[src/hw/rtl/kms_pkg.sv]
// ----------------------------------------------------------------------------
// kms_pkg
// Shared types, codes and key table for the 4x4 keypad matrix scanner.
// ----------------------------------------------------------------------------
package kms_pkg;

	// request codes carried by the action field
	typedef enum logic {
		ACT_SCAN = 1'b0,
		ACT_READ = 1'b1
	} action_t;

	// scan phase codes; values above PHASE_COL4 are unreachable
	localparam logic [2:0] PHASE_INIT = 3'd0;
	localparam logic [2:0] PHASE_COL1 = 3'd1;
	localparam logic [2:0] PHASE_COL4 = 3'd4;

	// row sample patterns, active low
	localparam logic [3:0] ROWS_IDLE = 4'hF;
	localparam logic [3:0] ROW1_LOW  = 4'hE;
	localparam logic [3:0] ROW2_LOW  = 4'hD;
	localparam logic [3:0] ROW3_LOW  = 4'hB;
	localparam logic [3:0] ROW4_LOW  = 4'h7;

	// scanner state
	typedef struct packed {
		logic [2:0] scan_phase;
		logic [3:0] current_key;
		logic       key_seen;
		logic       pending_flag;
		logic [2:0] last_press_column;
		logic       released_flag;
	} kms_state_t;

	// one result beat
	typedef struct packed {
		logic [2:0] drive_column;
		logic [3:0] key_code;
		logic       key_valid;
		logic       press_pending;
	} kms_result_t;

	// hex key under a column (0..3) and row (0..3)
	function automatic logic [3:0] key_lookup(input logic [1:0] col, input logic [1:0] row);
		logic [3:0] key;
		unique case ({col, row})
			4'h0: key = 4'h1;
			4'h1: key = 4'h4;
			4'h2: key = 4'h7;
			4'h3: key = 4'h0;
			4'h4: key = 4'h2;
			4'h5: key = 4'h5;
			4'h6: key = 4'h8;
			4'h7: key = 4'hF;
			4'h8: key = 4'h3;
			4'h9: key = 4'h6;
			4'hA: key = 4'h9;
			4'hB: key = 4'hE;
			4'hC: key = 4'hA;
			4'hD: key = 4'hB;
			4'hE: key = 4'hC;
			default: key = 4'hD;
		endcase
		return key;
	endfunction

endpackage

[src/hw/rtl/kms_step.sv]
// ----------------------------------------------------------------------------
// kms_step
// Next-state and result logic of the scanner for one request.
// ----------------------------------------------------------------------------
module kms_step (
	input  kms_pkg::kms_state_t  state,
	input  kms_pkg::action_t     action,
	input  logic [3:0]           row_sample,
	output kms_pkg::kms_state_t  state_next,
	output kms_pkg::kms_result_t result
);
	import kms_pkg::*;

	logic       row_hit;
	logic [1:0] row_idx;
	logic       phase_active;
	logic [2:0] phase_next;
	logic [2:0] tag;
	logic [1:0] col_idx;

	// single low row decode
	always_comb begin
		row_hit = 1'b1;
		row_idx = 2'd0;
		unique case (row_sample)
			ROW1_LOW: row_idx = 2'd0;
			ROW2_LOW: row_idx = 2'd1;
			ROW3_LOW: row_idx = 2'd2;
			ROW4_LOW: row_idx = 2'd3;
			default:  row_hit = 1'b0;
		endcase
	end

	// phase advance and column tag
	assign phase_active = (state.scan_phase >= PHASE_COL1) && (state.scan_phase <= PHASE_COL4);
	assign col_idx      = 2'(state.scan_phase - PHASE_COL1);
	assign phase_next   = (!phase_active || state.scan_phase == PHASE_COL4) ? PHASE_COL1
	                    : 3'(state.scan_phase + 3'd1);
	assign tag          = 3'(phase_next - 3'd1);

	// state update and result
	always_comb begin
		state_next = state;
		result.press_pending = state.pending_flag;
		unique case (action)
			ACT_READ: begin
				state_next.pending_flag = 1'b0;
			end
			default: begin
				if (phase_active && row_hit) begin
					state_next.current_key = key_lookup(col_idx, row_idx);
					state_next.key_seen    = 1'b1;
				end
				if (row_sample == ROWS_IDLE && tag == state.last_press_column) begin
					state_next.released_flag = 1'b1;
				end else if (row_sample != ROWS_IDLE && state.released_flag) begin
					state_next.pending_flag      = 1'b1;
					state_next.last_press_column = tag;
					state_next.released_flag     = 1'b0;
				end
				state_next.scan_phase = phase_next;
				result.press_pending  = state_next.pending_flag;
			end
		endcase
		result.drive_column = state_next.scan_phase;
		result.key_code     = state_next.current_key;
		result.key_valid    = state_next.key_seen;
	end

endmodule

[src/hw/rtl/keypad_matrix_scanner.sv]
// ----------------------------------------------------------------------------
// keypad_matrix_scanner
// 4x4 key matrix scanner with column drive, key decode and press tracking.
// ----------------------------------------------------------------------------
// Each input beat is either a scan tick carrying the active-low row sample
// taken under the column driven so far, or a read request. Every beat gives
// one result beat: the column to drive next, the latest key, whether any key
// has been seen, and the press-pending flag (before clearing, on a read).
// The block takes one beat per cycle while the output is not stalled; the
// beat is held in the input register, and the scanner state is updated as
// it moves into the result register, from which its result is offered. A
// stalled output holds both registers full.
// ----------------------------------------------------------------------------
module keypad_matrix_scanner (
	input  logic       clk,
	input  logic       arst_n,
	input  logic       in_valid,
	output logic       in_ready,
	input  logic       action,
	input  logic [3:0] row_sample,
	output logic       out_valid,
	input  logic       out_ready,
	output logic [2:0] drive_column,
	output logic [3:0] key_code,
	output logic       key_valid,
	output logic       press_pending
);
	import kms_pkg::*;

	logic        valid_s1;
	action_t     action_s1;
	logic [3:0]  sample_s1;
	logic        valid_s2;
	kms_result_t result_s2;
	kms_state_t  state_q;
	kms_state_t  state_next;
	kms_result_t result;
	logic        advance;

	// handshake
	assign advance  = valid_s1 && (!valid_s2 || out_ready);
	assign in_ready = !valid_s1 || advance;

	// input register
	always_ff @(posedge clk or negedge arst_n) begin
		if (!arst_n) begin
			valid_s1 <= 1'b0;
		end else if (in_ready) begin
			valid_s1 <= in_valid;
		end
	end

	always_ff @(posedge clk) begin
		if (in_ready && in_valid) begin
			action_s1 <= action_t'(action);
			sample_s1 <= row_sample;
		end
	end

	// decode and update
	kms_step u_step (
		.state      (state_q),
		.action     (action_s1),
		.row_sample (sample_s1),
		.state_next (state_next),
		.result     (result)
	);

	// scanner state
	always_ff @(posedge clk or negedge arst_n) begin
		if (!arst_n) begin
			state_q <= '0;
		end else if (advance) begin
			state_q <= state_next;
		end
	end

	// result register
	always_ff @(posedge clk or negedge arst_n) begin
		if (!arst_n) begin
			valid_s2 <= 1'b0;
		end else if (!valid_s2 || out_ready) begin
			valid_s2 <= valid_s1;
		end
	end

	always_ff @(posedge clk) begin
		if (advance) begin
			result_s2 <= result;
		end
	end

	assign out_valid     = valid_s2;
	assign drive_column  = result_s2.drive_column;
	assign key_code      = result_s2.key_code;
	assign key_valid     = result_s2.key_valid;
	assign press_pending = result_s2.press_pending;

endmodule

[config.mk]
export PLATFORM = sky130hd
export DESIGN_NAME = keypad_matrix_scanner
export DESIGN_NICKNAME = d
export VERILOG_FILES = /design/src/hw/rtl/kms_pkg.sv /design/src/hw/rtl/kms_step.sv /design/src/hw/rtl/keypad_matrix_scanner.sv
export SDC_FILE = /design/constraint.sdc
export NUM_CORES = 1
export LEC_CHECK = 0
export BUFFER_PORTS_ARGS = -buffer_cell sky130_fd_sc_hd__buf_4
export CORE_MARGIN = 2
export CORE_UTILIZATION = 35
export DETAILED_ROUTE_END_ITERATION = 12
export PLACE_DENSITY = 0.56
export REMOVE_ABC_BUFFERS = 1
export SYNTH_ARGS = -nofsm -noshare
export SYNTH_HDL_FRONTEND = slang
export SYNTH_SLANG_ARGS = --single-unit
[constraint.sdc]
create_clock -name clk -period 2.85 [get_ports clk]
set_input_delay 0.4275 -clock clk [delete_from_list [all_inputs] [get_ports clk]]
set_output_delay 0.4275 -clock clk [all_outputs]
set_load 0.03 [all_outputs]
==> results of run 1 <==
==> layout by cell type, fill, tap and decap left out, types with 3 or more instances in the layout <==
master,netlist,routed
nand2_1,9,9
xnor2_1,5,5
edfxtp_1,14,14
nand2b_1,4,4
clkbuf_1,0,3
nand3_1,3,3
a21o_1,3,3
clkbuf_8,0,5
o31ai_1,3,3
inv_1,6,6
nor3_1,4,4
buf_4,0,19
ha_1,7,7
dfrtp_1,15,15
nor2_1,5,5
mux2_4,9,9
nand4_1,4,4
a21oi_1,3,3
o21ai_0,6,6
==> where the power goes <==
part	switching [W]	internal, W
sequential	0.0000840	0.000577
clock	0.000138	0.000173
combinational	0.000350	0.000330
total	0.000572	0.00108
==> per-layer routing <==
layer | wire length, microns | global-route usage (%) | vias up
met5 | 0 | 0 | -
met4 | 25 | 5.769 | 0
met3 | 121 | 4.506 | 2
met2 | 1282 | 19.37 | 25
met1 | 1257 | 16.56 | 461
li1 | - | - | 490
==> kinds of logic (layout without fill, tap and decap cells) <==
| group | count (synthesis) | count (layout) | synth area share (%) |
|---|---|---|---|
| adder cells (fa/ha/maj) | 7 | 7 | 5.785 |
| XOR/XNOR | 7 | 7 | 4.050 |
| multiplexers | 12 | 12 | 11.07 |
| AO/OA/AOI/OAI | 23 | 23 | 12.07 |
| AND/OR/NAND/NOR | 35 | 35 | 11.74 |
| flip-flops | 29 | 29 | 52.56 |
| buffers and inverters | 10 | 34 | 2.727 |
==> flip-flops by register name, summed over array words and instances (netlist names) <==
register,flops
valid_s1,1
drive_column,3
key_valid,1
key_code,4
sample_s1,4
press_pending,1
action_s1,1
state_q,13
out_valid,1
==> metrics by stage <==
stage / util [%] / total power, W
after detailed placement: 41.70 / 0.001348
after global routing: 43.66 / 0.001788
after global placement: 41.70 / 0.001322
final: 43.66 / 0.001650
after CTS: 43.66 / 0.001672
after floorplan: - / 0.001186
==> worst max-delay path, delay by kind of cell, from the launching register on <==
family,cells,cell delay (ns)
compound gates,2,0.53
fa+ha+maj,1,0.51
buf+inv,2,0.35
flops,1,0.48
mux,1,0.26
==> worst paths after layout <==
path | startpoint | end | slack, ns | cells after the start
max | state_q[10] | key_code[0] | 0.48 | 6
max reg2reg | state_q[10] | key_code[0] | 0.48 | 6
min | arst_n | valid_s1 | 0.007 | 1
max in group asynchronous | arst_n | state_q[5] | 2.65 | 1
min in group clk | action | action_s1 | 0.33 | 1
min reg2reg | state_q[5] | state_q[5] | 0.46 | 1
==> final cells by class <==
type / count / area (sq um)
inverters: 7 / 26.28
repair buffers: 19 / 142.6
multi-input cells: 84 / 676.9
clock buffers: 8 / 80.08
well taps: 50 / 62.56
flip-flops and latches: 29 / 795.8
fillers: 396 / 2302
==> results.md, run 1 <==
- Crit path required time: 2.87 ns
- DP Wirelength: 1.999 mm
- Design area: 1784 sq um
- Nets: 162
- Chip height: 69.77 microns
- Share of layout cells above drive strength 1: 25.85%
- Starting density of the core: 37.05%
- Outcome: completed
- Crit start category: flop
- Hold slack: 0.007459 ns
- Htree depth: 2
- Final worst path period share: 83.25%
- Core area: 4086 sq um
- Clock buffer depth: 2
- Worst Path Arrival: 2.39 ns
- Worst min path class: in -> async
- Peak Freq: 421.5 MHz
- CTS Hold Bufs: 0
- Syn Inst Count: 123
- Root buffer cell: clkbuf_8
- Ys flop type: dfrtp_1
- CTS tree: yes
- Drt pass-1 iters: 4
- Syn avg cell area: 12.31 sq um
- Ant. Diodes: 0
- Final min period: 2.373 ns
- Synth async-reset ratio: 51.72%
- Tightest Pin Transition: 0.8079 ns
- Sequential area share after synthesis: 52.56%
- CTS sink cnt: 29
- First-pass GRT wire length: 4.774 mm
- Rows: 23
- Final worst-path setup slack: 0.4775 ns
- Largest cells by area after synthesis: edfxtp_1 (28%), dfrtp_1 (25%), mux2_4 (8.9%)
- Latest clock arrival within the worst-skew pair: 0.27 ns
- Non-filler instance count after layout: 197
- Clock Pin Slew Worst Setup and Hold Paths: 0.06 ns
- Pleak: 0.7858 nW
- P per Cell Area: 925.0 nW/um^2
- Fin. max-slew vios: 0
- Dpl cells: 189
- Final wirelength: 2.686 mm
- Routed via count: 978
- Total CTS buffers: 5
- Gpl congestion: 0.7664
- DRT iter0 DRCs: 29
- RSZ-0062 raised after global routing: no
- Die area: 4868 sq um
- CTS resizes: 0
- Leading area contributor after synthesis: edfxtp_1
- Worst-path maximum fanout: 9
- DRT antenna net count: 0
- Post-synth top cells: dfrtp_1 (15), edfxtp_1 (14), mux2_4 (9), nand2_1 (9), ha_1 (7)
- Cells along the critical path: clkinv_1 -> ha_1 -> inv_1 -> o31a_1 -> a22o_1 -> mux2_4
- Count of cell types in the netlist: 33
- Final hold violations: 0
- # Post-CTS Setup Buffers: 0
- Kind of critical path: reg -> reg
- # DRC: 0
- Largest net degree at the start of global routing: 16
- Layout area overhead: 17.85%
- GR Overflow Total: 0
- Max Cap Viol: 0
- Number of flops mapped to enable cells by yosys: 14
- Vias in the first global route: 1003
- Max_slew headroom: 45.94%
- Final setup TNS: 0 ns
- Vias/cell: 4.964
- Count of input and output buffers: 19
- Most frequent cell after synthesis: dfrtp_1
- Clk_skew: 0.004745 ns
- Post-synth top area share: 27.77%
- CP max stage delay: 0.51 ns
- YS warnings: 0
- GRT Resource Usage Total: 12.85%
- Synthesized area: 1514 sq um
- Initial antenna violation count: 0
- Final setup viols: 0
- Dpl cell area: 1704 sq um
- Yosys reg bits: 29
- Routed wire per std cell: 13.63 microns
- Place WS: 0.5102 ns
- Max VDD drop: 0.2555 mV
- Boundary Pins: 20
- CP Capture Type: flop
- Critical path's slowest cell: ha_1
- Die width: 69.77 microns
(Power assumes the default switching activity.)
==> inputs of run 2 (changes only) <==
==> constraint.sdc (replaced) <==
create_clock -name clk -period 2.35 [get_ports clk]
set_input_delay 0.3525 -clock clk [delete_from_list [all_inputs] [get_ports clk]]
set_output_delay 0.3525 -clock clk [all_outputs]
set_load 0.03 [all_outputs]
==> results.md, run 2 (synthesis results as in run 1) <==
- Hold slack: 0.2521 ns
- DR top layer: met4
- Routed wl met2: 1.253 mm
- Clk_skew: 0.005855 ns
- Vias in the first global route: 1094
- Critical R2R Capture: key_code[0]
- Crit Reg-Reg Startpoint: sample_s1[1]
- R2R depth: 7
- Endpoint, Worst Hold: sample_s1[2]
- GR Overflow Total: 0
- Max VDD drop: 0.3117 mV
- DRT antenna net count: 0
- Latest clock arrival within the worst-skew pair: 0.28 ns
- Crit start category: flop
- Peak Freq: 461.6 MHz
- Chip height: 69.77 microns
- Final wirelength: 2.685 mm
- Clock Pin Slew Worst Setup and Hold Paths: 0.06 ns
- P per Cell Area: 1134 nW/um^2
- Post-Route M1 WL: 1.182 mm
- Initial antenna violation count: 0
- Reg with most FFs: state_q
- Worst min path class: in -> reg
- Clock buffer depth: 2
- RSZ-0062 raised after global routing: no
- First-pass GRT wire length: 4.830 mm
- Die area: 4868 sq um
- # Post-CTS Setup Buffers: 0
- Total CTS buffers: 5
- Gpl congestion: 0.8518
- Fin. max-slew vios: 0
- Drt pass-1 iters: 4
- Boundary Pins: 20
- Nets: 170
- Htree depth: 2
- DRT iter0 DRCs: 49
- Hold Path Depth: 1
- Root buffer cell: clkbuf_8
- Starting density of the core: 37.05%
- Max Cap Viol: 0
- # DRC: 0
- Share of layout cells above drive strength 1: 29.68%
- Final hold violations: 0
- CTS sink cnt: 29
- Ant. Diodes: 0
- CTS resizes: 0
- DP Wirelength: 2.037 mm
- Rows: 23
- Final min period: 2.166 ns
- Worst-path maximum fanout: 5
- Kind of critical path: reg -> reg
- Worst Path Arrival: 2.19 ns
- Pleak: 0.8307 nW
- Routed met3 length: 180 microns
- Die width: 69.77 microns
- Count of input and output buffers: 19
- Max_slew headroom: 70.07%
- Fill cells: 383
- Routed via count: 1043
- Crit path required time: 2.38 ns
- Commonest non-fill, non-tap cell in the layout: buf_4
- Layout area overhead: 22.64%
- Largest net degree at the start of global routing: 16
- Final setup viols: 0
- Most frequent cells in the layout: buf_4 (26), dfrtp_1 (15), edfxtp_1 (14)
- Max reg flops: 13
- Final setup TNS: 0 ns
- CP Capture Type: flop
- Hold path start: row_sample[2]
- Final worst path period share: 92.19%
- Seq. cell area: 795.8 sq um
- Core area: 4086 sq um
- Routed wire per std cell: 13.10 microns
- Vias/cell: 5.088
- GRT Resource Usage Total: 12.74%
- Reg2reg setup slack: 0.18 ns
- Tightest Pin Transition: 0.4489 ns
- CTS tree: yes
- Multi-input gate area: 676.9 sq um
- Outcome: completed
## run 2: cell count changes in the layout (fill, tap and decap cells not counted), sizes merged
cell         previous run  this run
buf                    19        26
dlygate4sd3             0         1
## run 2: how the worst max path moves through the flow
stage	start	cells after the start	end
after floorplan	sample_s1[1]	7	key_code[0]
after global placement	sample_s1[1]	7	key_code[0]
after detailed placement	sample_s1[1]	7	key_code[0]
after CTS	sample_s1[1]	7	key_code[0]
after global routing	sample_s1[3]	8	key_code[1]
final	sample_s1[1]	7	key_code[0]
## run 2: cell type report
| type | instances | share of cell area [%] |
|---|---|---|
| Sequential cell | 29 | 42.86 |
| Tap cell | 50 | 3.369 |
| Inverter | 7 | 1.415 |
| Timing Repair Buffer | 27 | 11.05 |
| Multi-Input combinational cell | 84 | 36.46 |
| Clock buffer | 8 | 4.852 |
## run 2: report_power, final
| group | leakage [nW] | internal, W | switching (W) |
|---|---|---|---|
| Sequential | 0.323 | 0.000699 | 0.0000914 |
| Combinational | 0.462 | 0.000450 | 0.000451 |
| Clock | 0.0455 | 0.000238 | 0.000175 |
## run 2: per-stage QoR
step	area (sq um)	instances	worst slack (ns)	util [%]	total power [W]
global placement	1757	196	0.2375	42.99	0.001673
global route	1857	205	0.06819	45.44	0.002264
CTS	1857	205	0.1805	45.44	0.002127
detailed placement	1757	196	0.1853	42.99	0.001703
floorplan	1499	120	0.1750	-	0.001438
finish	1857	205	0.1835	45.44	0.002105
## run 2: per-layer routing
layer / vias up / track usage (%)
met5: - / 0
met4: 0 / 5.128
met3: 8 / 5.087
met2: 39 / 21.59
met1: 486 / 14.22
li1: 510 / -
## run 2: timing repair
action,in CTS,in global routing
endpoints found under the hold margin,15,0
setup endpoints to repair,0,0
hold buffers,1,0
## run 2: critical path, stage by stage (launching register included)
cell,delay (ns)
edfxtp_1,0.45
xor2_1,0.25
and3_2,0.22
inv_1,0.07
ha_1,0.19
o31a_1,0.27
a22o_1,0.21
mux2_4,0.26
